`src/rtl/adll_pkg.sv`:
```
// Package of shared constants, types and helper functions for the linked list engine.
`default_nettype none
package adll_pkg;

  localparam int SLOTS       = 64;
  localparam int VALUE_BITS  = 32;
  localparam int IDX_W       = $clog2(SLOTS);

  localparam int FIELD_IDX_W = 6;
  localparam int FIELD_VAL_W = 32;
  localparam int MODE_W      = 2;
  localparam int STATUS_W    = 2;
  localparam int IN_DATA_W   = 40;
  localparam int IN_USER_W   = 2;
  localparam int OUT_DATA_W  = 72;

  typedef logic [IDX_W-1:0]       idx_t;
  typedef logic [VALUE_BITS-1:0]  val_t;
  typedef logic [FIELD_IDX_W-1:0] fidx_t;
  typedef logic [FIELD_VAL_W-1:0] fval_t;
  typedef logic [MODE_W-1:0]      mode_t;
  typedef logic [STATUS_W-1:0]    status_t;

  localparam mode_t MODE_PUSH   = 2'd0;
  localparam mode_t MODE_INSERT = 2'd1;
  localparam mode_t MODE_ERASE  = 2'd2;
  localparam mode_t MODE_READ   = 2'd3;

  localparam status_t ST_OK       = 2'd0;
  localparam status_t ST_FREE     = 2'd1;
  localparam status_t ST_FULL     = 2'd2;
  localparam status_t ST_SENTINEL = 2'd3;

  typedef logic [3:0] step_t;
  localparam step_t STEP_NONE      = 4'd0;
  localparam step_t STEP_CLEAR     = 4'd1;
  localparam step_t STEP_TAKE      = 4'd2;
  localparam step_t STEP_PB_NODE   = 4'd3;
  localparam step_t STEP_PB_LINK   = 4'd4;
  localparam step_t STEP_IA_NODE   = 4'd5;
  localparam step_t STEP_IA_LINK   = 4'd6;
  localparam step_t STEP_ER_UNLINK = 4'd7;
  localparam step_t STEP_ER_FREE   = 4'd8;

  typedef struct packed {
    logic    cap;
    logic    rd_free;
    step_t   step;
    logic    status_we;
    status_t status_code;
    logic    load_out;
  } dp_cmd_t;

  typedef struct packed {
    logic idx_valid;
    logic idx_zero;
    logic node_used;
    logic free_empty;
    logic clear_last;
  } dp_stat_t;

  typedef struct packed {
    fidx_t   tail_index;
    fidx_t   head_index;
    logic    node_used;
    fidx_t   node_prev;
    fidx_t   node_next;
    fval_t   node_value;
    fidx_t   slot;
    status_t status;
  } res_t;

  localparam int RES_W     = $bits(res_t);
  localparam int OUT_PAD_W = OUT_DATA_W - RES_W;

  function automatic idx_t idx_of(fidx_t raw);
    logic [IDX_W+FIELD_IDX_W-1:0] t;
    t = (IDX_W+FIELD_IDX_W)'(raw);
    return t[IDX_W-1:0];
  endfunction

  function automatic fidx_t idx_to_field(idx_t x);
    logic [IDX_W+FIELD_IDX_W-1:0] t;
    t = (IDX_W+FIELD_IDX_W)'(x);
    return t[FIELD_IDX_W-1:0];
  endfunction

  function automatic val_t val_of(fval_t v);
    logic [VALUE_BITS+FIELD_VAL_W-1:0] t;
    t = (VALUE_BITS+FIELD_VAL_W)'(v);
    return t[VALUE_BITS-1:0];
  endfunction

  function automatic fval_t val_to_field(val_t v);
    logic [VALUE_BITS+FIELD_VAL_W-1:0] t;
    t = (VALUE_BITS+FIELD_VAL_W)'(v);
    return t[FIELD_VAL_W-1:0];
  endfunction

endpackage
`default_nettype wire

```
`src/rtl/adll_dp.sv`:
```
// Datapath of the linked list engine: link, value and use memories, free head and result.
`default_nettype none
module adll_dp (
  input  wire logic              clk,
  input  wire logic              rst_n,
  input  wire adll_pkg::dp_cmd_t cmd,
  output adll_pkg::dp_stat_t     stat,
  input  wire adll_pkg::mode_t   in_mode,
  input  wire adll_pkg::fidx_t   in_node_index,
  input  wire adll_pkg::fval_t   in_value,
  output adll_pkg::res_t         res
);
  import adll_pkg::*;

  val_t value_mem [SLOTS];
  idx_t next_mem  [SLOTS];
  idx_t prev_mem  [SLOTS];
  logic used_mem  [SLOTS];

  mode_t   mode_r;
  fidx_t   raw_r;
  fval_t   value_r;
  status_t status_r;
  idx_t    s_r;
  idx_t    after_r;
  idx_t    free_head_r, free_head_nxt;
  idx_t    head_r;
  idx_t    tail_r;
  idx_t    cnt_r;
  val_t    rd_val_r;
  idx_t    rd_next_r;
  idx_t    rd_prev_r;
  logic    rd_used_r;
  res_t    res_r, res_nxt;

  idx_t idx;
  logic idx_valid;
  idx_t rd_addr;
  idx_t clr_next;

  logic nx_we, pv_we, vl_we, us_we;
  idx_t nx_wa, nx_wd, pv_wa, pv_wd, vl_wa, us_wa;
  val_t vl_wd;
  logic us_wd;

  assign idx       = idx_of(raw_r);
  assign idx_valid = 32'(raw_r) < 32'(SLOTS);
  assign rd_addr   = cmd.rd_free ? free_head_r : idx;
  assign clr_next  = (cnt_r == IDX_W'(SLOTS - 1) || cnt_r == '0) ? '0 : cnt_r + IDX_W'(1);

  assign stat.idx_valid  = idx_valid;
  assign stat.idx_zero   = (idx == '0);
  assign stat.node_used  = rd_used_r;
  assign stat.free_empty = (free_head_r == '0);
  assign stat.clear_last = (cnt_r == IDX_W'(SLOTS - 1));

  always_comb begin
    nx_we = 1'b0; nx_wa = '0; nx_wd = '0;
    pv_we = 1'b0; pv_wa = '0; pv_wd = '0;
    vl_we = 1'b0; vl_wa = '0; vl_wd = '0;
    us_we = 1'b0; us_wa = '0; us_wd = 1'b0;
    free_head_nxt = free_head_r;
    unique case (cmd.step)
      STEP_CLEAR: begin
        nx_we = 1'b1; nx_wa = cnt_r; nx_wd = clr_next;
        pv_we = 1'b1; pv_wa = cnt_r; pv_wd = '0;
        vl_we = 1'b1; vl_wa = cnt_r; vl_wd = '0;
        us_we = 1'b1; us_wa = cnt_r; us_wd = (cnt_r == '0);
      end
      STEP_PB_NODE: begin
        nx_we = 1'b1; nx_wa = s_r; nx_wd = '0;
        pv_we = 1'b1; pv_wa = s_r; pv_wd = tail_r;
        vl_we = 1'b1; vl_wa = s_r; vl_wd = val_of(value_r);
        us_we = 1'b1; us_wa = s_r; us_wd = 1'b1;
        free_head_nxt = rd_next_r;
      end
      STEP_PB_LINK: begin
        nx_we = 1'b1; nx_wa = tail_r; nx_wd = s_r;
        pv_we = 1'b1; pv_wa = '0;     pv_wd = s_r;
      end
      STEP_IA_NODE: begin
        nx_we = 1'b1; nx_wa = s_r; nx_wd = after_r;
        pv_we = 1'b1; pv_wa = s_r; pv_wd = idx;
        vl_we = 1'b1; vl_wa = s_r; vl_wd = val_of(value_r);
        us_we = 1'b1; us_wa = s_r; us_wd = 1'b1;
        free_head_nxt = rd_next_r;
      end
      STEP_IA_LINK: begin
        nx_we = 1'b1; nx_wa = idx;     nx_wd = s_r;
        pv_we = 1'b1; pv_wa = after_r; pv_wd = s_r;
      end
      STEP_ER_UNLINK: begin
        nx_we = 1'b1; nx_wa = rd_prev_r; nx_wd = rd_next_r;
        pv_we = 1'b1; pv_wa = rd_next_r; pv_wd = rd_prev_r;
      end
      STEP_ER_FREE: begin
        nx_we = 1'b1; nx_wa = idx; nx_wd = free_head_r;
        pv_we = 1'b1; pv_wa = idx; pv_wd = '0;
        us_we = 1'b1; us_wa = idx; us_wd = 1'b0;
        free_head_nxt = idx;
      end
      default: begin
      end
    endcase
  end

  always_ff @(posedge clk) begin
    if (nx_we) next_mem[nx_wa] <= nx_wd;
    if (pv_we) prev_mem[pv_wa] <= pv_wd;
    if (vl_we) value_mem[vl_wa] <= vl_wd;
    if (us_we) used_mem[us_wa] <= us_wd;
    rd_next_r <= next_mem[rd_addr];
    rd_prev_r <= prev_mem[rd_addr];
    rd_val_r  <= value_mem[rd_addr];
    rd_used_r <= used_mem[rd_addr];
  end

  always_ff @(posedge clk) begin
    if (!rst_n) begin
      cnt_r       <= '0;
      free_head_r <= IDX_W'(1);
      head_r      <= '0;
      tail_r      <= '0;
    end else begin
      if (cmd.step == STEP_CLEAR) cnt_r <= cnt_r + IDX_W'(1);
      free_head_r <= free_head_nxt;
      if (nx_we && nx_wa == '0) head_r <= nx_wd;
      if (pv_we && pv_wa == '0) tail_r <= pv_wd;
    end
  end

  always_ff @(posedge clk) begin
    if (cmd.cap) begin
      mode_r  <= in_mode;
      raw_r   <= in_node_index;
      value_r <= in_value;
    end
    if (cmd.cap) begin
      status_r <= ST_OK;
    end else if (cmd.status_we) begin
      status_r <= cmd.status_code;
    end
    if (cmd.step == STEP_TAKE) begin
      s_r     <= free_head_r;
      after_r <= rd_next_r;
    end
    if (cmd.load_out) res_r <= res_nxt;
  end

  always_comb begin
    logic ok;
    logic rd_ok;
    ok    = (status_r == ST_OK);
    rd_ok = (mode_r == MODE_READ) && idx_valid;
    res_nxt.status     = status_r;
    res_nxt.head_index = idx_to_field(head_r);
    res_nxt.tail_index = idx_to_field(tail_r);
    res_nxt.node_value = rd_ok ? val_to_field(rd_val_r) : '0;
    res_nxt.node_next  = rd_ok ? idx_to_field(rd_next_r) : '0;
    res_nxt.node_prev  = rd_ok ? idx_to_field(rd_prev_r) : '0;
    res_nxt.node_used  = rd_ok ? rd_used_r : 1'b0;
    unique case (mode_r)
      MODE_PUSH, MODE_INSERT: res_nxt.slot = ok ? idx_to_field(s_r) : '0;
      MODE_ERASE:             res_nxt.slot = ok ? idx_to_field(idx) : '0;
      default:                res_nxt.slot = idx_valid ? idx_to_field(idx) : '0;
    endcase
  end

  assign res = res_r;

endmodule
`default_nettype wire

```
`src/rtl/adll_ctrl.sv`:
```
// Controller state machine of the linked list engine: sequences each operation.
`default_nettype none
module adll_ctrl (
  input  wire logic               clk,
  input  wire logic               rst_n,
  input  wire logic               in_tvalid,
  output logic                    in_tready,
  input  wire adll_pkg::mode_t    in_mode,
  output logic                    out_tvalid,
  input  wire logic               out_tready,
  input  wire adll_pkg::dp_stat_t stat,
  output adll_pkg::dp_cmd_t       cmd
);
  import adll_pkg::*;

  localparam logic [3:0] S_CLEAR  = 4'd0;
  localparam logic [3:0] S_IDLE   = 4'd1;
  localparam logic [3:0] S_PB_RD  = 4'd2;
  localparam logic [3:0] S_PB_W1  = 4'd3;
  localparam logic [3:0] S_PB_W2  = 4'd4;
  localparam logic [3:0] S_IA_RD  = 4'd5;
  localparam logic [3:0] S_IA_CHK = 4'd6;
  localparam logic [3:0] S_IA_W1  = 4'd7;
  localparam logic [3:0] S_IA_W2  = 4'd8;
  localparam logic [3:0] S_ER_RD  = 4'd9;
  localparam logic [3:0] S_ER_CHK = 4'd10;
  localparam logic [3:0] S_ER_W   = 4'd11;
  localparam logic [3:0] S_RD_RD  = 4'd12;
  localparam logic [3:0] S_DONE   = 4'd13;

  logic [3:0] state_r, state_nxt;
  logic       out_valid_r, out_valid_nxt;

  assign in_tready  = (state_r == S_IDLE);
  assign out_tvalid = out_valid_r;

  always_comb begin
    state_nxt = state_r;
    cmd.cap         = 1'b0;
    cmd.rd_free     = 1'b0;
    cmd.step        = STEP_NONE;
    cmd.status_we   = 1'b0;
    cmd.status_code = ST_OK;
    cmd.load_out    = 1'b0;
    unique case (state_r)
      S_CLEAR: begin
        cmd.step = STEP_CLEAR;
        if (stat.clear_last) state_nxt = S_IDLE;
      end
      S_IDLE: begin
        if (in_tvalid) begin
          cmd.cap = 1'b1;
          unique case (in_mode)
            MODE_PUSH:   state_nxt = S_PB_RD;
            MODE_INSERT: state_nxt = S_IA_RD;
            MODE_ERASE:  state_nxt = S_ER_RD;
            default:     state_nxt = S_RD_RD;
          endcase
        end
      end
      S_PB_RD: begin
        if (stat.free_empty) begin
          cmd.status_we = 1'b1; cmd.status_code = ST_FULL;
          state_nxt = S_DONE;
        end else begin
          cmd.rd_free = 1'b1; cmd.step = STEP_TAKE;
          state_nxt = S_PB_W1;
        end
      end
      S_PB_W1: begin
        cmd.step = STEP_PB_NODE;
        state_nxt = S_PB_W2;
      end
      S_PB_W2: begin
        cmd.step = STEP_PB_LINK;
        state_nxt = S_DONE;
      end
      S_IA_RD: state_nxt = S_IA_CHK;
      S_IA_CHK: begin
        priority if (!stat.idx_valid || !stat.node_used) begin
          cmd.status_we = 1'b1; cmd.status_code = ST_FREE;
          state_nxt = S_DONE;
        end else if (stat.free_empty) begin
          cmd.status_we = 1'b1; cmd.status_code = ST_FULL;
          state_nxt = S_DONE;
        end else begin
          cmd.rd_free = 1'b1; cmd.step = STEP_TAKE;
          state_nxt = S_IA_W1;
        end
      end
      S_IA_W1: begin
        cmd.step = STEP_IA_NODE;
        state_nxt = S_IA_W2;
      end
      S_IA_W2: begin
        cmd.step = STEP_IA_LINK;
        state_nxt = S_DONE;
      end
      S_ER_RD: state_nxt = S_ER_CHK;
      S_ER_CHK: begin
        priority if (stat.idx_valid && stat.idx_zero) begin
          cmd.status_we = 1'b1; cmd.status_code = ST_SENTINEL;
          state_nxt = S_DONE;
        end else if (!stat.idx_valid || !stat.node_used) begin
          cmd.status_we = 1'b1; cmd.status_code = ST_FREE;
          state_nxt = S_DONE;
        end else begin
          cmd.step = STEP_ER_UNLINK;
          state_nxt = S_ER_W;
        end
      end
      S_ER_W: begin
        cmd.step = STEP_ER_FREE;
        state_nxt = S_DONE;
      end
      S_RD_RD: state_nxt = S_DONE;
      S_DONE: begin
        if (!out_valid_r || out_tready) begin
          cmd.load_out = 1'b1;
          state_nxt = S_IDLE;
        end
      end
      default: state_nxt = S_IDLE;
    endcase
  end

  always_comb begin
    out_valid_nxt = out_valid_r;
    priority if (cmd.load_out) out_valid_nxt = 1'b1;
    else if (out_tready)       out_valid_nxt = 1'b0;
  end

  always_ff @(posedge clk) begin
    if (!rst_n) begin
      state_r     <= S_CLEAR;
      out_valid_r <= 1'b0;
    end else begin
      state_r     <= state_nxt;
      out_valid_r <= out_valid_nxt;
    end
  end

endmodule
`default_nettype wire

```
`src/rtl/array_doubly_linked_list_engine_top.sv`:
```
// Top level of the array based doubly linked list engine with free chain.
//
// channel  dir  tdata                                   tuser
// in_      in   node_index, value                       mode
// out_     out  status, slot, value, next, prev, used,  -
//               head_index, tail_index
//
// The engine works on one item at a time: in_tready is high only while it is idle. Each push,
// insert or erase reads, then writes its link entries in two write steps, since each memory
// has a single write port. After reset a clearing pass writes all SLOTS (64) entries to
// initialize the memories; in_tready stays low meanwhile. The result sits in an output
// register, so a stalled out_ side holds only the finishing step of the next item.
`default_nettype none
module array_doubly_linked_list_engine_top (
  input  wire logic                            clk,
  input  wire logic                            rst_n,
  input  wire logic                            in_tvalid,
  output logic                                 in_tready,
  // node_index [5:0], value [37:6], zero [39:38]
  input  wire logic [adll_pkg::IN_DATA_W-1:0]  in_tdata,
  // mode [1:0]
  input  wire logic [adll_pkg::IN_USER_W-1:0]  in_tuser,
  output logic                                 out_tvalid,
  input  wire logic                            out_tready,
  // status [1:0], slot [7:2], node_value [39:8], node_next [45:40], node_prev [51:46],
  // node_used [52], head_index [58:53], tail_index [64:59], zero [71:65]
  output logic [adll_pkg::OUT_DATA_W-1:0]      out_tdata
);
  import adll_pkg::*;

  dp_cmd_t  cmd;
  dp_stat_t stat;
  res_t     res;
  mode_t    mode;
  fidx_t    node_index;
  fval_t    value;

  assign mode       = in_tuser[MODE_W-1:0];
  assign node_index = in_tdata[FIELD_IDX_W-1:0];
  assign value      = in_tdata[FIELD_IDX_W+FIELD_VAL_W-1:FIELD_IDX_W];
  assign out_tdata  = {{OUT_PAD_W{1'b0}}, res};

  adll_ctrl u_ctrl (
    .clk        (clk),
    .rst_n      (rst_n),
    .in_tvalid  (in_tvalid),
    .in_tready  (in_tready),
    .in_mode    (mode),
    .out_tvalid (out_tvalid),
    .out_tready (out_tready),
    .stat       (stat),
    .cmd        (cmd)
  );

  adll_dp u_dp (
    .clk           (clk),
    .rst_n         (rst_n),
    .cmd           (cmd),
    .stat          (stat),
    .in_mode       (mode),
    .in_node_index (node_index),
    .in_value      (value),
    .res           (res)
  );

endmodule
`default_nettype wire

```
`config.mk`:
```
export PLATFORM = sky130hd
export DESIGN_NAME = array_doubly_linked_list_engine_top
export DESIGN_NICKNAME = d
export VERILOG_FILES = /design/src/rtl/adll_pkg.sv /design/src/rtl/adll_dp.sv /design/src/rtl/adll_ctrl.sv /design/src/rtl/array_doubly_linked_list_engine_top.sv
export SDC_FILE = /design/constraint.sdc
export NUM_CORES = 2
export LEC_CHECK = 0
export BUFFER_PORTS_ARGS = -buffer_cell sky130_fd_sc_hd__buf_2
export CORE_ASPECT_RATIO = 0.5
export CORE_MARGIN = 2
export CORE_UTILIZATION = 43
export CTS_CLUSTER_DIAMETER = 120
export DETAILED_ROUTE_END_ITERATION = 8
export GPL_ROUTABILITY_DRIVEN = 0
export PLACE_DENSITY = 0.7
export SLEW_MARGIN = 20
export SYNTH_ARGS = -nofsm -noshare
export SYNTH_HDL_FRONTEND = slang
export SYNTH_SLANG_ARGS = --single-unit
```
`constraint.sdc`:
```
create_clock -name clk -period 7.3 [get_ports clk]
set_input_delay 1.095 -clock clk [delete_from_list [all_inputs] [get_ports clk]]
set_output_delay 1.095 -clock clk [all_outputs]
set_load 0.05 [all_outputs]
```
==> results.toml <==
[status]
status = "completed"

[synth]
async_reset_ff_frac = 0
yosys.area_share.adder = 0.000624
syn_avg_cell_area_sq_um = 14.9
syn_area_sq_um = 120000
synth_xor_area_frac = 0.000656
synthMuxAreaShare = 0.0697
ys_seq_area_frac = 0.761
ys_ff_latch = 3073
synth_cell_types = 78
synth_edf_count = 2997
synthSimpleGateAreaFrac = 0.0955
synthCells = 8049
synth_top_flop_cell = "edfxtp_1"
synth_compound_area_frac = 0.0526
ys_warn_count = 0
synth_top_family_by_area = "simple AND/OR/NAND/NOR gates"

[clocking]
cts_resized = 0
cts.sinks = 3073
cts_setup_buffers = 0
htree_levels = 5
path_clk_slew_ns = 0.07
cts_buffer_depth = 4
root_buffer = "clkbuf_16"
holdBufCountCts = 0
clk_latency_ns = 0.86
numCtsBuffers = 281
cts_tree = "yes"

[global_route]
grt_pass1_wl_microns = 472000
overflow = 0
first_global_vias = 67900
grt_max_degree = 121
grtUsageTotal = 0.225
grt_antenna_before_repair = 19

[setup_path]
crit_path_end_kind = "flip-flop"
crit_arrival_ns = 5.69
critPathRequiredTime_ns = 7.81
cp_slowest_stage_delay_ns = 1.10
crit_type = "flip-flop to flip-flop"
crit_fanout = 25
cpMaxStageDelayCell = "nor2_4"
crit_path_cell_trace = "nand2_1 -> or2_2 -> a21oi_1 -> nand3_1 -> nor2_4 -> buf_4"
crit_path_start_kind = "flip-flop"

[finish]
syn_to_final_growth_pct = 12.4
nFillCells = 22900
fin_nets = 8219
drive_gt1_frac = 0.106
final_area_sq_um = 135000

[route]
via_per_inst = 5.98
ant_nets = 0
drt_first_pass_iters = 9
drc = 0
first_iter_violations = 10900
vias = 72600
totalWireLength_microns = 331000
avgRoutedWirePerCell_microns = 27.3

[timing]
post-route-period-util = 0.710
slew_violations = 0
finalClockSkew_ns = 0.0959
relSlewSlack = 0.208
setup_violations = 0
finalSetupTns_ns = 0
hold_viol_final = 0
period_needed_ns = 5.18
tightest_slew_ns = 1.18
fmax_mhz = 193
rsz0062_at_grt = "false"

[floorplanning]
fp.dieH_microns = 378
core_area_sq_um = 279000
start_util = 0.432
num_io_pins = 120
row_count = 137
die_x_microns = 752
die-area_sq_um = 284000

[power]
comb_power_share = 0.010
switchingPower_mw = 6.79
clkPwrFrac = 0.424
p_leak_nw = 48.3
power.internal_mw = 27.3
powerDensity_nw_per_um2 = 252
ir_drop_uv = 197
p_seq_frac = 0.565
swShare = 0.199
total_power_mw = 34.1

[placement]
dp.final_hpwl_microns = 190000
place_area_sq_um = 126000
portBuffers = 110

[run]
drv_cap = 0

[worst_hold_path]
hp-class = "primary input to flip-flop"
==> synth_stat cells, drive strengths merged, types with 25 or more instances <==
library cell  instances  area, sq um
and3                 61          382
nor2                302         1140
o22ai               355         2220
clkbuf              190          713
inv                  46          173
a211oi               38          285
or3                  28          175
dfxtp                76         1520
buf                 304         1490
o21ai               211         1060
a21oi                97          489
nand3               563         2830
a311oi               25          219
a31oi               137          885
nand4               154          970
and2                 43          269
edfxtp             2997        90000
mux2i               829         8300
nand2              1339         5030
==> final cells by class <==
class	instances	area, sq um	share of cell area
Inverter	46	173	0.00128
Antenna cell	9	22.5	0.000167
Timing Repair Buffer	323	2650	0.0196
Multi-Input combinational cell	4442	27200	0.201
Sequential cell	3073	91500	0.677
Tap cell	3753	4700	0.0348
Clock inverter	152	1370	0.0101
Clock buffer	346	7450	0.0551
==> sequential cells by signal (all words and copies together), names as in the netlist, 32 cells and up <==
signal / count
u_dp.value_r: 32
u_dp.value_mem: 2048
u_dp.used_mem: 64
u_dp.next_mem: 384
u_dp.prev_mem: 384
u_dp.res: 65
u_dp.rd_val_r: 32
==> worst max-delay path: cells and delay by family (launching register included) <==
family | cells | cell delay, ns
compound gates | 1 | 0.74
buf+inv | 1 | 0.47
flops | 1 | 0.82
simple gates | 4 | 2.80
==> cells in the final DEF, fill, tap and decap left out, types with 38 or more instances in the layout <==
master	instances
a211oi_1	38
dfxtp_1	76
nor2_1	232
nor2_4	66
clkinv_1	52
buf_2	110
nand4_1	153
inv_1	46
clkinv_2	47
mux2i_1	824
a31oi_1	134
clkbuf_16	284
clkbuf_1	51
nand3_1	557
and3_1	61
buf_4	177
o22ai_1	355
o21ai_0	206
a21oi_1	93
nand2_1	1335
edfxtp_1	2997
==> worst paths after layout <==
kind / endpoint / start / cells past startpoint / slack (ns)
max: u_dp.value_mem[46][2] / u_ctrl.state_r[0] / 6 / 2.12
max reg2reg: u_dp.value_mem[46][2] / u_ctrl.state_r[0] / 6 / 2.12
min: u_dp.value_r[7] / in_tdata[13] / 1 / 0.39
min reg2reg: u_dp.res[57] / u_dp.head_r[4] / 0 / 0.45
==> per-layer routing <==
metal	GRT usage	share of wire
met1	0.318	0.40
met2	0.350	0.45
met4	0.0839	0.039
met3	0.0421	0.11
met5	0	0
==> kinds of logic after synthesis <==
kind of cell / after synthesis
simple gates: 2589
buf+inv: 540
compound gates: 995
mux: 836
other cells: 1
xor+xnor: 9
fa+ha+maj: 6
flops: 3073
==> power by group through the flow <==
stage          combinational [mW]  clock, mW  sequential [mW]
4_1_cts                     0.340       14.5             19.3
3_3_place_gp                0.334          0             19.6
3_5_place_dp                0.340          0             19.6
2_1_floorplan               0.171          0             19.6
5_1_grt                     0.364       15.2             19.3
6_report                    0.348       14.5             19.3
==> stage by stage <==
| stage | cells | hold WS, ns | utilization | setup WS (ns) |
|---|---|---|---|---|
| floorplan | 8055 | 0.403 | - | 1.52 |
| global placement | 11600 | 0.432 | 0.452 | 2.14 |
| detailed placement | 11600 | 0.440 | 0.453 | 2.12 |
| CTS | 12100 | 0.345 | 0.485 | 2.15 |
| global route | 12100 | 0.355 | 0.485 | 2.04 |
| finish | 12100 | 0.389 | 0.485 | 2.12 |
Note: power is estimated with default switching activity, not from simulation.
